<file path="config.mk">
export PLATFORM = sky130hd
export DESIGN_NAME = one_wire_master_byte_engine_unit_flat
export DESIGN_NICKNAME = d
export VERILOG_FILES = /design/src/rtl/owm_pkg.sv /design/src/rtl/owm_ifs.sv /design/src/rtl/one_wire_master_byte_engine_unit.sv /design/src/rtl/owm_csr.sv /design/src/flat_wrapper.sv
export SDC_FILE = /design/constraint.sdc
export NUM_CORES = 1
export LEC_CHECK = 0
export BUFFER_PORTS_ARGS = -buffer_cell sky130_fd_sc_hd__clkbuf_2
export CAP_MARGIN = 20
export CORE_MARGIN = 2
export CORE_UTILIZATION = 25
export CTS_CLUSTER_DIAMETER = 80
export DETAILED_ROUTE_END_ITERATION = 8
export GPL_ROUTABILITY_DRIVEN = 0
export GPL_TIMING_DRIVEN = 0
export PLACE_DENSITY = 0.43
export SLEW_MARGIN = 20
export SYNTH_ARGS = -nofsm -noshare
export SYNTH_HDL_FRONTEND = slang
export SYNTH_SLANG_ARGS = --single-unit
</file>
<file path="constraint.sdc">
create_clock -name clock -period 4.25 [get_ports clock]
set_input_delay 0.85 -clock clock [delete_from_list [all_inputs] [get_ports clock]]
set_output_delay 0.85 -clock clock [all_outputs]
set_load 0.005 [all_outputs]
</file>
<file path="src/rtl/owm_pkg.sv">
// Shared constants, codes and types of the 1-Wire master byte engine.
// No dependencies.
`default_nettype none

package owm_pkg;

   localparam int TIMER_WIDTH_DEF = 10;
   localparam int BITS_PER_BYTE   = 8;
   localparam int CFG_W           = 10;
   localparam int CFG_IDX_W       = 3;
   localparam int KIND_W          = 2;
   localparam int BYTE_W          = 8;
   localparam int PHASE_W         = 3;
   localparam int BIT_IDX_W       = 3;

   // item kinds; the command kinds double as operation codes
   localparam logic [KIND_W-1:0] KIND_TICK  = 2'd0;
   localparam logic [KIND_W-1:0] KIND_RESET = 2'd1;
   localparam logic [KIND_W-1:0] KIND_WRITE = 2'd2;
   localparam logic [KIND_W-1:0] KIND_READ  = 2'd3;

   localparam logic [PHASE_W-1:0] PH_IDLE      = 3'd0;
   localparam logic [PHASE_W-1:0] PH_RST_LOW   = 3'd1;
   localparam logic [PHASE_W-1:0] PH_RST_WAIT  = 3'd2;
   localparam logic [PHASE_W-1:0] PH_RST_TAIL  = 3'd3;
   localparam logic [PHASE_W-1:0] PH_SLOT_LOW  = 3'd4;
   localparam logic [PHASE_W-1:0] PH_SLOT_REST = 3'd5;
   localparam logic [PHASE_W-1:0] PH_RECOVERY  = 3'd6;

   localparam logic [CFG_IDX_W-1:0] REG_RESET_LOW     = 3'd0;
   localparam logic [CFG_IDX_W-1:0] REG_PRESENCE_WAIT = 3'd1;
   localparam logic [CFG_IDX_W-1:0] REG_RESET_TAIL    = 3'd2;
   localparam logic [CFG_IDX_W-1:0] REG_SHORT_LOW     = 3'd3;
   localparam logic [CFG_IDX_W-1:0] REG_SLOT          = 3'd4;
   localparam logic [CFG_IDX_W-1:0] REG_RECOVERY      = 3'd5;

   localparam logic [CFG_W-1:0] INIT_RESET_LOW     = 10'd480;
   localparam logic [CFG_W-1:0] INIT_PRESENCE_WAIT = 10'd80;
   localparam logic [CFG_W-1:0] INIT_RESET_TAIL    = 10'd400;
   localparam logic [CFG_W-1:0] INIT_SHORT_LOW     = 10'd1;
   localparam logic [CFG_W-1:0] INIT_SLOT          = 10'd50;
   localparam logic [CFG_W-1:0] INIT_RECOVERY      = 10'd1;

   typedef struct packed {
      logic [CFG_W-1:0] reset_low;
      logic [CFG_W-1:0] presence_wait;
      logic [CFG_W-1:0] reset_tail;
      logic [CFG_W-1:0] short_low;
      logic [CFG_W-1:0] slot;
      logic [CFG_W-1:0] recovery;
   } cfg_regs_type;

endpackage

`default_nettype wire

</file>
<file path="src/rtl/owm_ifs.sv">
// Valid/ready channel interfaces of the 1-Wire master byte engine.
// Depends on owm_pkg for field widths.
`default_nettype none

interface owm_req_if;
   logic                          valid;
   logic                          ready;
   logic [owm_pkg::KIND_W-1:0]    kind;
   logic [owm_pkg::BYTE_W-1:0]    data_byte;
   logic                          line_level;
   modport source (output valid, kind, data_byte, line_level, input ready);
   modport sink   (input valid, kind, data_byte, line_level, output ready);
endinterface

interface owm_rsp_if;
   logic                          valid;
   logic                          ready;
   logic                          drive_low;
   logic                          busy_res;
   logic                          done_res;
   logic                          presence;
   logic [owm_pkg::BYTE_W-1:0]    read_byte;
   logic                          rejected;
   modport source (output valid, drive_low, busy_res, done_res, presence, read_byte,
                   rejected, input ready);
   modport sink   (input valid, drive_low, busy_res, done_res, presence, read_byte,
                   rejected, output ready);
endinterface

interface owm_csr_if;
   logic                            valid;
   logic                            ready;
   logic [owm_pkg::CFG_IDX_W-1:0]   index;
   logic [owm_pkg::CFG_W-1:0]       data;
   modport source (output valid, index, data, input ready);
   modport sink   (input valid, index, data, output ready);
endinterface

`default_nettype wire

</file>
<file path="src/rtl/one_wire_master_byte_engine_unit.sv">
// 1-Wire bus master byte engine, stepped by tick and command words.
// A result word is registered and appears the cycle after its request word is taken.
// Throughput: one request word per cycle; an unread result holds requests until read.
// Config writes take effect the cycle after the write; csr ready is high outside reset.
// Synchronous reset clears sequencer, presence, valid, read byte; loads default timings.
// Depends on owm_pkg, owm_ifs and owm_csr.
`default_nettype none

module one_wire_master_byte_engine_unit #(
   parameter int TIMER_WIDTH = owm_pkg::TIMER_WIDTH_DEF
) (
   input  wire logic clock,
   input  wire logic reset,
   owm_req_if.sink   req_ch,
   owm_rsp_if.source rsp_ch,
   owm_csr_if.sink   csr_ch
);

   localparam int CW = (TIMER_WIDTH > owm_pkg::CFG_W) ? TIMER_WIDTH : owm_pkg::CFG_W;
   localparam int BW = owm_pkg::BYTE_W;

   owm_pkg::cfg_regs_type cfg;

   owm_csr u_csr (
      .clock  (clock),
      .reset  (reset),
      .csr_ch (csr_ch),
      .cfg    (cfg)
   );

   // clamp a length register to what the tick counter can hold
   function automatic logic [TIMER_WIDTH-1:0] sat(input logic [owm_pkg::CFG_W-1:0] r);
      logic [CW-1:0] r_ext;
      logic [CW-1:0] m_ext;
      r_ext = CW'(r);
      m_ext = CW'({TIMER_WIDTH{1'b1}});
      sat   = (r_ext > m_ext) ? m_ext[TIMER_WIDTH-1:0] : r_ext[TIMER_WIDTH-1:0];
   endfunction

   logic [owm_pkg::PHASE_W-1:0]   phase_ff, phase_in;
   logic [owm_pkg::KIND_W-1:0]    op_ff, op_in;
   logic [TIMER_WIDTH-1:0]        tick_ff, tick_in;
   logic [owm_pkg::BIT_IDX_W-1:0] bit_ff, bit_in;
   logic [BW-1:0]                 shift_ff, shift_in;
   logic                          presence_ff, presence_in;
   logic [BW-1:0]                 last_read_ff, last_read_in;

   logic                          rsp_valid_ff;
   logic                          drive_ff, busy_ff, done_ff, rej_ff;

   logic                          req_fire;
   logic                          drive, done, rej, finish;
   logic                          low_phase, zero_bit, last_bit;
   logic [TIMER_WIDTH-1:0]        lim_sel, lim_tail, lim_rec, tick_adv;
   logic [TIMER_WIDTH:0]          tick_sum;
   logic                          ends;

   assign req_ch.ready = (!rsp_valid_ff || rsp_ch.ready) && !reset;
   assign req_fire     = req_ch.valid && req_ch.ready;

   assign lim_tail  = sat(cfg.reset_tail);
   assign lim_rec   = sat(cfg.recovery);
   assign low_phase = (phase_ff == owm_pkg::PH_RST_LOW) || (phase_ff == owm_pkg::PH_SLOT_LOW);
   assign zero_bit  = (op_ff == owm_pkg::KIND_WRITE) && !shift_ff[0];
   assign last_bit  = (bit_ff == owm_pkg::BIT_IDX_W'(owm_pkg::BITS_PER_BYTE - 1));

   always_comb begin
      case (phase_ff)
         owm_pkg::PH_RST_LOW:   lim_sel = sat(cfg.reset_low);
         owm_pkg::PH_RST_WAIT:  lim_sel = sat(cfg.presence_wait);
         owm_pkg::PH_RST_TAIL:  lim_sel = lim_tail;
         owm_pkg::PH_SLOT_LOW:  lim_sel = zero_bit ? sat(cfg.slot) : sat(cfg.short_low);
         owm_pkg::PH_SLOT_REST: lim_sel = sat(cfg.slot);
         owm_pkg::PH_RECOVERY:  lim_sel = lim_rec;
         default:               lim_sel = '0;
      endcase
   end

   assign tick_sum = {1'b0, tick_ff} + {{TIMER_WIDTH{1'b0}}, 1'b1};
   assign ends     = tick_sum >= {1'b0, lim_sel};
   assign tick_adv = ends ? '0 : tick_sum[TIMER_WIDTH-1:0];

   always_comb begin
      phase_in     = phase_ff;
      op_in        = op_ff;
      tick_in      = tick_ff;
      bit_in       = bit_ff;
      shift_in     = shift_ff;
      presence_in  = presence_ff;
      last_read_in = last_read_ff;
      drive        = 1'b0;
      done         = 1'b0;
      rej          = 1'b0;
      finish       = 1'b0;
      if (req_ch.kind != owm_pkg::KIND_TICK) begin
         if (phase_ff != owm_pkg::PH_IDLE) begin
            rej   = 1'b1;
            drive = low_phase;
         end else begin
            op_in   = req_ch.kind;
            tick_in = '0;
            bit_in  = '0;
            if (req_ch.kind == owm_pkg::KIND_RESET) begin
               phase_in = owm_pkg::PH_RST_LOW;
            end else begin
               phase_in = owm_pkg::PH_SLOT_LOW;
               shift_in = (req_ch.kind == owm_pkg::KIND_WRITE) ? req_ch.data_byte : '0;
            end
         end
      end else begin
         drive = low_phase;
         case (phase_ff)
            owm_pkg::PH_RST_LOW: begin
               tick_in = tick_adv;
               if (ends) phase_in = owm_pkg::PH_RST_WAIT;
            end
            owm_pkg::PH_RST_WAIT: begin
               tick_in = tick_adv;
               if (ends) begin
                  presence_in = !req_ch.line_level;
                  if (lim_tail == '0) begin
                     phase_in = owm_pkg::PH_IDLE;
                     done     = 1'b1;
                  end else begin
                     phase_in = owm_pkg::PH_RST_TAIL;
                  end
               end
            end
            owm_pkg::PH_RST_TAIL: begin
               tick_in = tick_adv;
               if (ends) begin
                  phase_in = owm_pkg::PH_IDLE;
                  done     = 1'b1;
               end
            end
            owm_pkg::PH_SLOT_LOW: begin
               tick_in = tick_adv;
               if (ends) begin
                  if (zero_bit) finish = 1'b1;
                  else phase_in = owm_pkg::PH_SLOT_REST;
               end
            end
            owm_pkg::PH_SLOT_REST: begin
               // read bit is taken on the first released tick of the slot
               if (op_ff == owm_pkg::KIND_READ && tick_ff == '0)
                  shift_in = {req_ch.line_level, shift_ff[BW-1:1]};
               tick_in = tick_adv;
               if (ends) finish = 1'b1;
            end
            owm_pkg::PH_RECOVERY: begin
               tick_in = tick_adv;
               if (ends) phase_in = owm_pkg::PH_SLOT_LOW;
            end
            default: begin
               phase_in = owm_pkg::PH_IDLE;
               tick_in  = '0;
            end
         endcase
         if (finish) begin
            if (op_ff == owm_pkg::KIND_WRITE) shift_in = {1'b0, shift_ff[BW-1:1]};
            tick_in = '0;
            if (last_bit) begin
               if (op_ff == owm_pkg::KIND_READ) last_read_in = shift_in;
               bit_in   = '0;
               phase_in = owm_pkg::PH_IDLE;
               done     = 1'b1;
            end else begin
               bit_in   = bit_ff + 1'b1;
               phase_in = (lim_rec == '0) ? owm_pkg::PH_SLOT_LOW : owm_pkg::PH_RECOVERY;
            end
         end
      end
   end

   always_ff @(posedge clock) begin
      if (reset) begin
         phase_ff     <= owm_pkg::PH_IDLE;
         op_ff        <= '0;
         tick_ff      <= '0;
         bit_ff       <= '0;
         shift_ff     <= '0;
         presence_ff  <= 1'b0;
         last_read_ff <= '0;
         rsp_valid_ff <= 1'b0;
      end else begin
         if (req_fire) begin
            phase_ff     <= phase_in;
            op_ff        <= op_in;
            tick_ff      <= tick_in;
            bit_ff       <= bit_in;
            shift_ff     <= shift_in;
            presence_ff  <= presence_in;
            last_read_ff <= last_read_in;
            rsp_valid_ff <= 1'b1;
         end else if (rsp_ch.ready) begin
            rsp_valid_ff <= 1'b0;
         end
      end
   end

   // result payload; presence and read byte come straight from state
   always_ff @(posedge clock) begin
      if (req_fire) begin
         drive_ff <= drive;
         busy_ff  <= (phase_in != owm_pkg::PH_IDLE);
         done_ff  <= done;
         rej_ff   <= rej;
      end
   end

   assign rsp_ch.valid     = rsp_valid_ff;
   assign rsp_ch.drive_low = drive_ff;
   assign rsp_ch.busy_res  = busy_ff;
   assign rsp_ch.done_res  = done_ff;
   assign rsp_ch.presence  = presence_ff;
   assign rsp_ch.read_byte = last_read_ff;
   assign rsp_ch.rejected  = rej_ff;

endmodule

`default_nettype wire

</file>
<file path="src/rtl/owm_csr.sv">
// Timing register file of the 1-Wire master byte engine.
// Depends on owm_pkg and the csr channel interface.
`default_nettype none

module owm_csr (
   input  wire logic            clock,
   input  wire logic            reset,
   owm_csr_if.sink              csr_ch,
   output owm_pkg::cfg_regs_type cfg
);

   owm_pkg::cfg_regs_type regs_ff, regs_in;
   logic                  wr_fire;

   assign csr_ch.ready = !reset;
   assign wr_fire      = csr_ch.valid && csr_ch.ready;
   assign cfg          = regs_ff;

   always_comb begin
      regs_in = regs_ff;
      if (wr_fire) begin
         case (csr_ch.index)
            owm_pkg::REG_RESET_LOW:     regs_in.reset_low     = csr_ch.data;
            owm_pkg::REG_PRESENCE_WAIT: regs_in.presence_wait = csr_ch.data;
            owm_pkg::REG_RESET_TAIL:    regs_in.reset_tail    = csr_ch.data;
            owm_pkg::REG_SHORT_LOW:     regs_in.short_low     = csr_ch.data;
            owm_pkg::REG_SLOT:          regs_in.slot          = csr_ch.data;
            owm_pkg::REG_RECOVERY:      regs_in.recovery      = csr_ch.data;
            default:                    regs_in = regs_ff;
         endcase
      end
   end

   always_ff @(posedge clock) begin
      if (reset) begin
         regs_ff.reset_low     <= owm_pkg::INIT_RESET_LOW;
         regs_ff.presence_wait <= owm_pkg::INIT_PRESENCE_WAIT;
         regs_ff.reset_tail    <= owm_pkg::INIT_RESET_TAIL;
         regs_ff.short_low     <= owm_pkg::INIT_SHORT_LOW;
         regs_ff.slot          <= owm_pkg::INIT_SLOT;
         regs_ff.recovery      <= owm_pkg::INIT_RECOVERY;
      end else begin
         regs_ff <= regs_in;
      end
   end

endmodule

`default_nettype wire

</file>
<file path="src/flat_wrapper.sv">
// flat-port wrapper written by rule: the top's interface ports become plain ports
module one_wire_master_byte_engine_unit_flat 
#(
   parameter int TIMER_WIDTH = owm_pkg::TIMER_WIDTH_DEF
)
  (clock, reset, req_ch_valid, req_ch_kind, req_ch_data_byte, req_ch_line_level, req_ch_ready, rsp_ch_valid, rsp_ch_drive_low, rsp_ch_busy_res, rsp_ch_done_res, rsp_ch_presence, rsp_ch_read_byte, rsp_ch_rejected, rsp_ch_ready, csr_ch_valid, csr_ch_index, csr_ch_data, csr_ch_ready);
  owm_req_if req_ch_i ();
  owm_rsp_if rsp_ch_i ();
  owm_csr_if csr_ch_i ();
  input  wire logic clock;
  input  wire logic reset;
  input wire logic [$bits(req_ch_i.valid)-1:0] req_ch_valid;
  input wire logic [$bits(req_ch_i.kind)-1:0] req_ch_kind;
  input wire logic [$bits(req_ch_i.data_byte)-1:0] req_ch_data_byte;
  input wire logic [$bits(req_ch_i.line_level)-1:0] req_ch_line_level;
  output wire logic [$bits(req_ch_i.ready)-1:0] req_ch_ready;
  output wire logic [$bits(rsp_ch_i.valid)-1:0] rsp_ch_valid;
  output wire logic [$bits(rsp_ch_i.drive_low)-1:0] rsp_ch_drive_low;
  output wire logic [$bits(rsp_ch_i.busy_res)-1:0] rsp_ch_busy_res;
  output wire logic [$bits(rsp_ch_i.done_res)-1:0] rsp_ch_done_res;
  output wire logic [$bits(rsp_ch_i.presence)-1:0] rsp_ch_presence;
  output wire logic [$bits(rsp_ch_i.read_byte)-1:0] rsp_ch_read_byte;
  output wire logic [$bits(rsp_ch_i.rejected)-1:0] rsp_ch_rejected;
  input wire logic [$bits(rsp_ch_i.ready)-1:0] rsp_ch_ready;
  input wire logic [$bits(csr_ch_i.valid)-1:0] csr_ch_valid;
  input wire logic [$bits(csr_ch_i.index)-1:0] csr_ch_index;
  input wire logic [$bits(csr_ch_i.data)-1:0] csr_ch_data;
  output wire logic [$bits(csr_ch_i.ready)-1:0] csr_ch_ready;
  assign req_ch_i.valid = req_ch_valid;
  assign req_ch_i.kind = req_ch_kind;
  assign req_ch_i.data_byte = req_ch_data_byte;
  assign req_ch_i.line_level = req_ch_line_level;
  assign req_ch_ready = req_ch_i.ready;
  assign rsp_ch_valid = rsp_ch_i.valid;
  assign rsp_ch_drive_low = rsp_ch_i.drive_low;
  assign rsp_ch_busy_res = rsp_ch_i.busy_res;
  assign rsp_ch_done_res = rsp_ch_i.done_res;
  assign rsp_ch_presence = rsp_ch_i.presence;
  assign rsp_ch_read_byte = rsp_ch_i.read_byte;
  assign rsp_ch_rejected = rsp_ch_i.rejected;
  assign rsp_ch_i.ready = rsp_ch_ready;
  assign csr_ch_i.valid = csr_ch_valid;
  assign csr_ch_i.index = csr_ch_index;
  assign csr_ch_i.data = csr_ch_data;
  assign csr_ch_ready = csr_ch_i.ready;
  one_wire_master_byte_engine_unit #(.TIMER_WIDTH(TIMER_WIDTH)) u_core (.clock(clock), .reset(reset), .req_ch(req_ch_i), .rsp_ch(rsp_ch_i), .csr_ch(csr_ch_i));
endmodule
</file>
==> flow_summary.ini <==
[placed_design]
dpl_worst_slack_ns = -0.830
place_area_mm2 = 0.00576
hpwl_mm = 12.8
place.port_buffers = 44

[run_status]
status = finished, final reports clean

[route]
num_vias = 4741
wl_per_cell_um = 18.7
met2_wirelength_mm = 8.20
dr.pass1.iters = 7
vias_per_cell = 5.09
wl_met1_mm = 8.18
antenna_left = 0
wirelength_mm = 17.5
drtIter0Drc = 313
drc = 0
wl_met3_um = 916
dr.max_layer_used = met4

[clocking]
cts.sinks = 100
cts_inserted_buffers = 9
htreeDepth = 3
cts.clk_slew.worst_paths_ns = 0.07
cts_buffer_depth = 2
clk_latency_ns = 0.36
cts_tree = yes
cts_root_buffer = clkbuf_16

[global_routing]
grt_usage_pct = 16.2
overflow = 0
antenna_found_initial = 0
grt_pass1_vias = 4601
grt_max_degree = 18
grt_pass1_wl_mm = 26.8

[synthesis]
avgSynthCellArea_um2 = 8.66
synth.distinct_cells = 58
synth_commonest_cells = 96 x dfxtp_1, 66 x nor2_1, 63 x mux2i_1, 57 x nand2_1, 41 x a21oi_1
synth_cells = 599
synth-seq-area-share_pct = 39.4
yosysWarnings = 0
syn_area_mm2 = 0.00519
yosysTopAreaCellShare_pct = 37.1
synthArstFlopShare_pct = 0
synth.most_common_cell = dfxtp_1
synth_edf_count = 4
synthTopCellsByArea = dfxtp_1 37%, mux2i_1 12%, nor2_1 4.8%
synth_top_area_cell = dfxtp_1
ys_ff_latch = 100
synth_flop_cell = dfxtp_1
syn_nets = 642

[final_layout]
multiInputGateArea_mm2 = 0.00297
final-seq-area_mm2 = 0.00204
diodes = 0
fin_nets = 700
syn2layout_area_growth_pct = 18.1
fin_util_pct = 30.2
fin_area_mm2 = 0.00613
drive_gt1_share_pct = 14.4
fillers = 2219

[run]
maxCapViolations = 0

[timing]
slew_headroom_pct = 38.0
finalSetupViolations = 0
fin_ws_ns = 0.277
skew_ns = 0.00856
max_freq_mhz = 252
drv_slew = 0
worst_pin_slew_ns = 0.924
finalHoldViolCount = 0
fin_crit_ns = 3.97
fin_crit_sh_pct = 93.5

[setup_path]
cp_top_family = compound AO/OA/AOI/OAI gates
crit_slowest_cell = dfxtp_1
critPathKind = flip-flop to flip-flop
critPathBufInv = 3
endpoint_kind = flip-flop
worstPathMaxFanout = 10
cp_data_required_time_ns = 4.53
crit_chain = nor3b_2 -> o21a_2 -> clkbuf_2 -> a222oi_1 -> a21boi_1 -> ha_1 -> a21o_1 -> a21oi_1 -> o21ai_0 -> a21oi_4 -> clkbuf_2 -> clkbuf_4 -> o211ai_1 -> a21oi_1
cp.arrival_ns = 4.26
max_stage_delay_ns = 0.48
start_kind = flip-flop

[die]
ios = 45
fp-row-count = 52
fp.dieH_um = 148
fp.dieW_um = 148
floorplan.initialDensity_pct = 25.5
dieArea_mm2 = 0.0219
core-area_mm2 = 0.0203

[pwr]
p_leak_nw = 2.46
vdd.ir_drop.worst_mv = 0.201
power_density_mw_per_mm2 = 411

[hold_path]
min_path_type = flip-flop to flip-flop
-- cell families after synthesis --
logic type	share of synthesized area [%]
buffers and inverters	3.88
xor gates and xnor gates	0.844
muxes	13.0
adders and majority gates	3.38
DFF	39.4
AOI/OAI and AO/OA	18.6
and+or+nand+nor	20.9
-- per-stage QoR --
| step | TNS (ns) | total power [mW] | hold WS (ns) | std cells |
|---|---|---|---|---|
| floorplan | 0 | 1.34 | 0.434 | 599 |
| global placement | -24.94 | 1.56 | 0.445 | 913 |
| detailed placement | -17.53 | 1.58 | 0.447 | 914 |
| CTS | 0 | 2.50 | 0.456 | 929 |
| global route | -0.0108 | 2.63 | 0.475 | 931 |
| finish | 0 | 2.52 | 0.457 | 931 |
-- what timing repair did --
| action | CTS | global route |
|---|---|---|
| setup buffers | 0 | 3 |
| resized for setup | 9 | 5 |
| pin swaps | 0 | 0 |
| hold buffers | 0 | 0 |
| setup endpoints to repair | 30 | 30 |
-- worst reg2reg max path: cells and delay by family, from the launching register on --
| family | cells | cell delay (ns) |
|---|---|---|
| AO/OA/AOI/OAI | 9 | 2.12 |
| buffers and inverters | 3 | 0.87 |
| flip-flops | 1 | 0.48 |
| adder cells (fa/ha/maj) | 1 | 0.30 |
| AND/OR/NAND/NOR | 1 | 0.12 |
-- sequential cells by signal, indices dropped and copies added (netlist names) --
| register | count |
|---|---|
| u_core.rsp_ch.valid | 1 |
| u_core.rsp_ch.rejected | 1 |
| u_core.rsp_ch.busy_res | 1 |
| u_core.rsp_ch.read_byte | 8 |
| u_core.rsp_ch.drive_low | 1 |
| u_core.rsp_ch.done_res | 1 |
| u_core.bit_ff | 3 |
| u_core.u_csr.cfg | 60 |
| u_core.op_ff | 2 |
| u_core.tick_ff | 10 |
| u_core.shift_ff | 8 |
| u_core.phase_ff | 3 |
| u_core.rsp_ch.presence | 1 |
-- cell usage in the layout (no fill, tap or decap), drive strengths merged, types with 6 or more instances in the layout --
| master | instances |
|---|---|
| or3 | 6 |
| or2 | 6 |
| o211ai | 6 |
| nor2 | 67 |
| o2111ai | 7 |
| clkbuf | 83 |
| ha | 14 |
| a21oi | 41 |
| o21ai | 30 |
| nand4 | 13 |
| buf | 14 |
| nor2b | 12 |
| a22o | 9 |
| a31oi | 11 |
| nand3 | 20 |
| nand2 | 57 |
| mux2i | 63 |
| inv | 8 |
| and2 | 7 |
| a22oi | 8 |
| dfxtp | 96 |
-- per-layer routing --
layer | track usage (%) | vias up
met3 | 3.61 | 15
met1 | 21.7 | 2289
met5 | 0 | -
li1 | - | 2306
met2 | 26.6 | 131
met4 | 3.62 | 0
-- power breakdown --
part / internal [mW] / switching [mW]
clock network: 0.520 / 0.390
logic: 0.200 / 0.426
registers: 0.966 / 0.0172
total: 1.69 / 0.834
-- final cells by class --
| type | count | share of cell area [%] |
|---|---|---|
| plain buffers | 40 | 2.96 |
| clock buffers | 9 | 3.68 |
| clock inverters | 6 | 1.55 |
| inverters | 7 | 0.429 |
| multi-input cells | 451 | 48.4 |
| flip-flops and latches | 100 | 33.3 |
| well taps | 270 | 5.51 |
| repair buffers | 48 | 4.08 |
-- final timing paths --
| path | from | end | slack (ns) | cells past startpoint |
|---|---|---|---|---|
| max | u_core.shift_ff[0]$_SDFFE_PP0P_ | u_core.tick_ff[5]$_SDFFE_PP0P_ | 0.28 | 14 |
| min | u_core.u_csr.cfg[51]$_SDFFE_PP0P_ | u_core.u_csr.cfg[51]$_SDFFE_PP0P_ | 0.46 | 2 |
| max reg2reg | u_core.shift_ff[0]$_SDFFE_PP0P_ | u_core.tick_ff[5]$_SDFFE_PP0P_ | 0.28 | 14 |
| min reg2reg | u_core.u_csr.cfg[51]$_SDFFE_PP0P_ | u_core.u_csr.cfg[51]$_SDFFE_PP0P_ | 0.46 | 2 |
(Power assumes the default switching activity.)
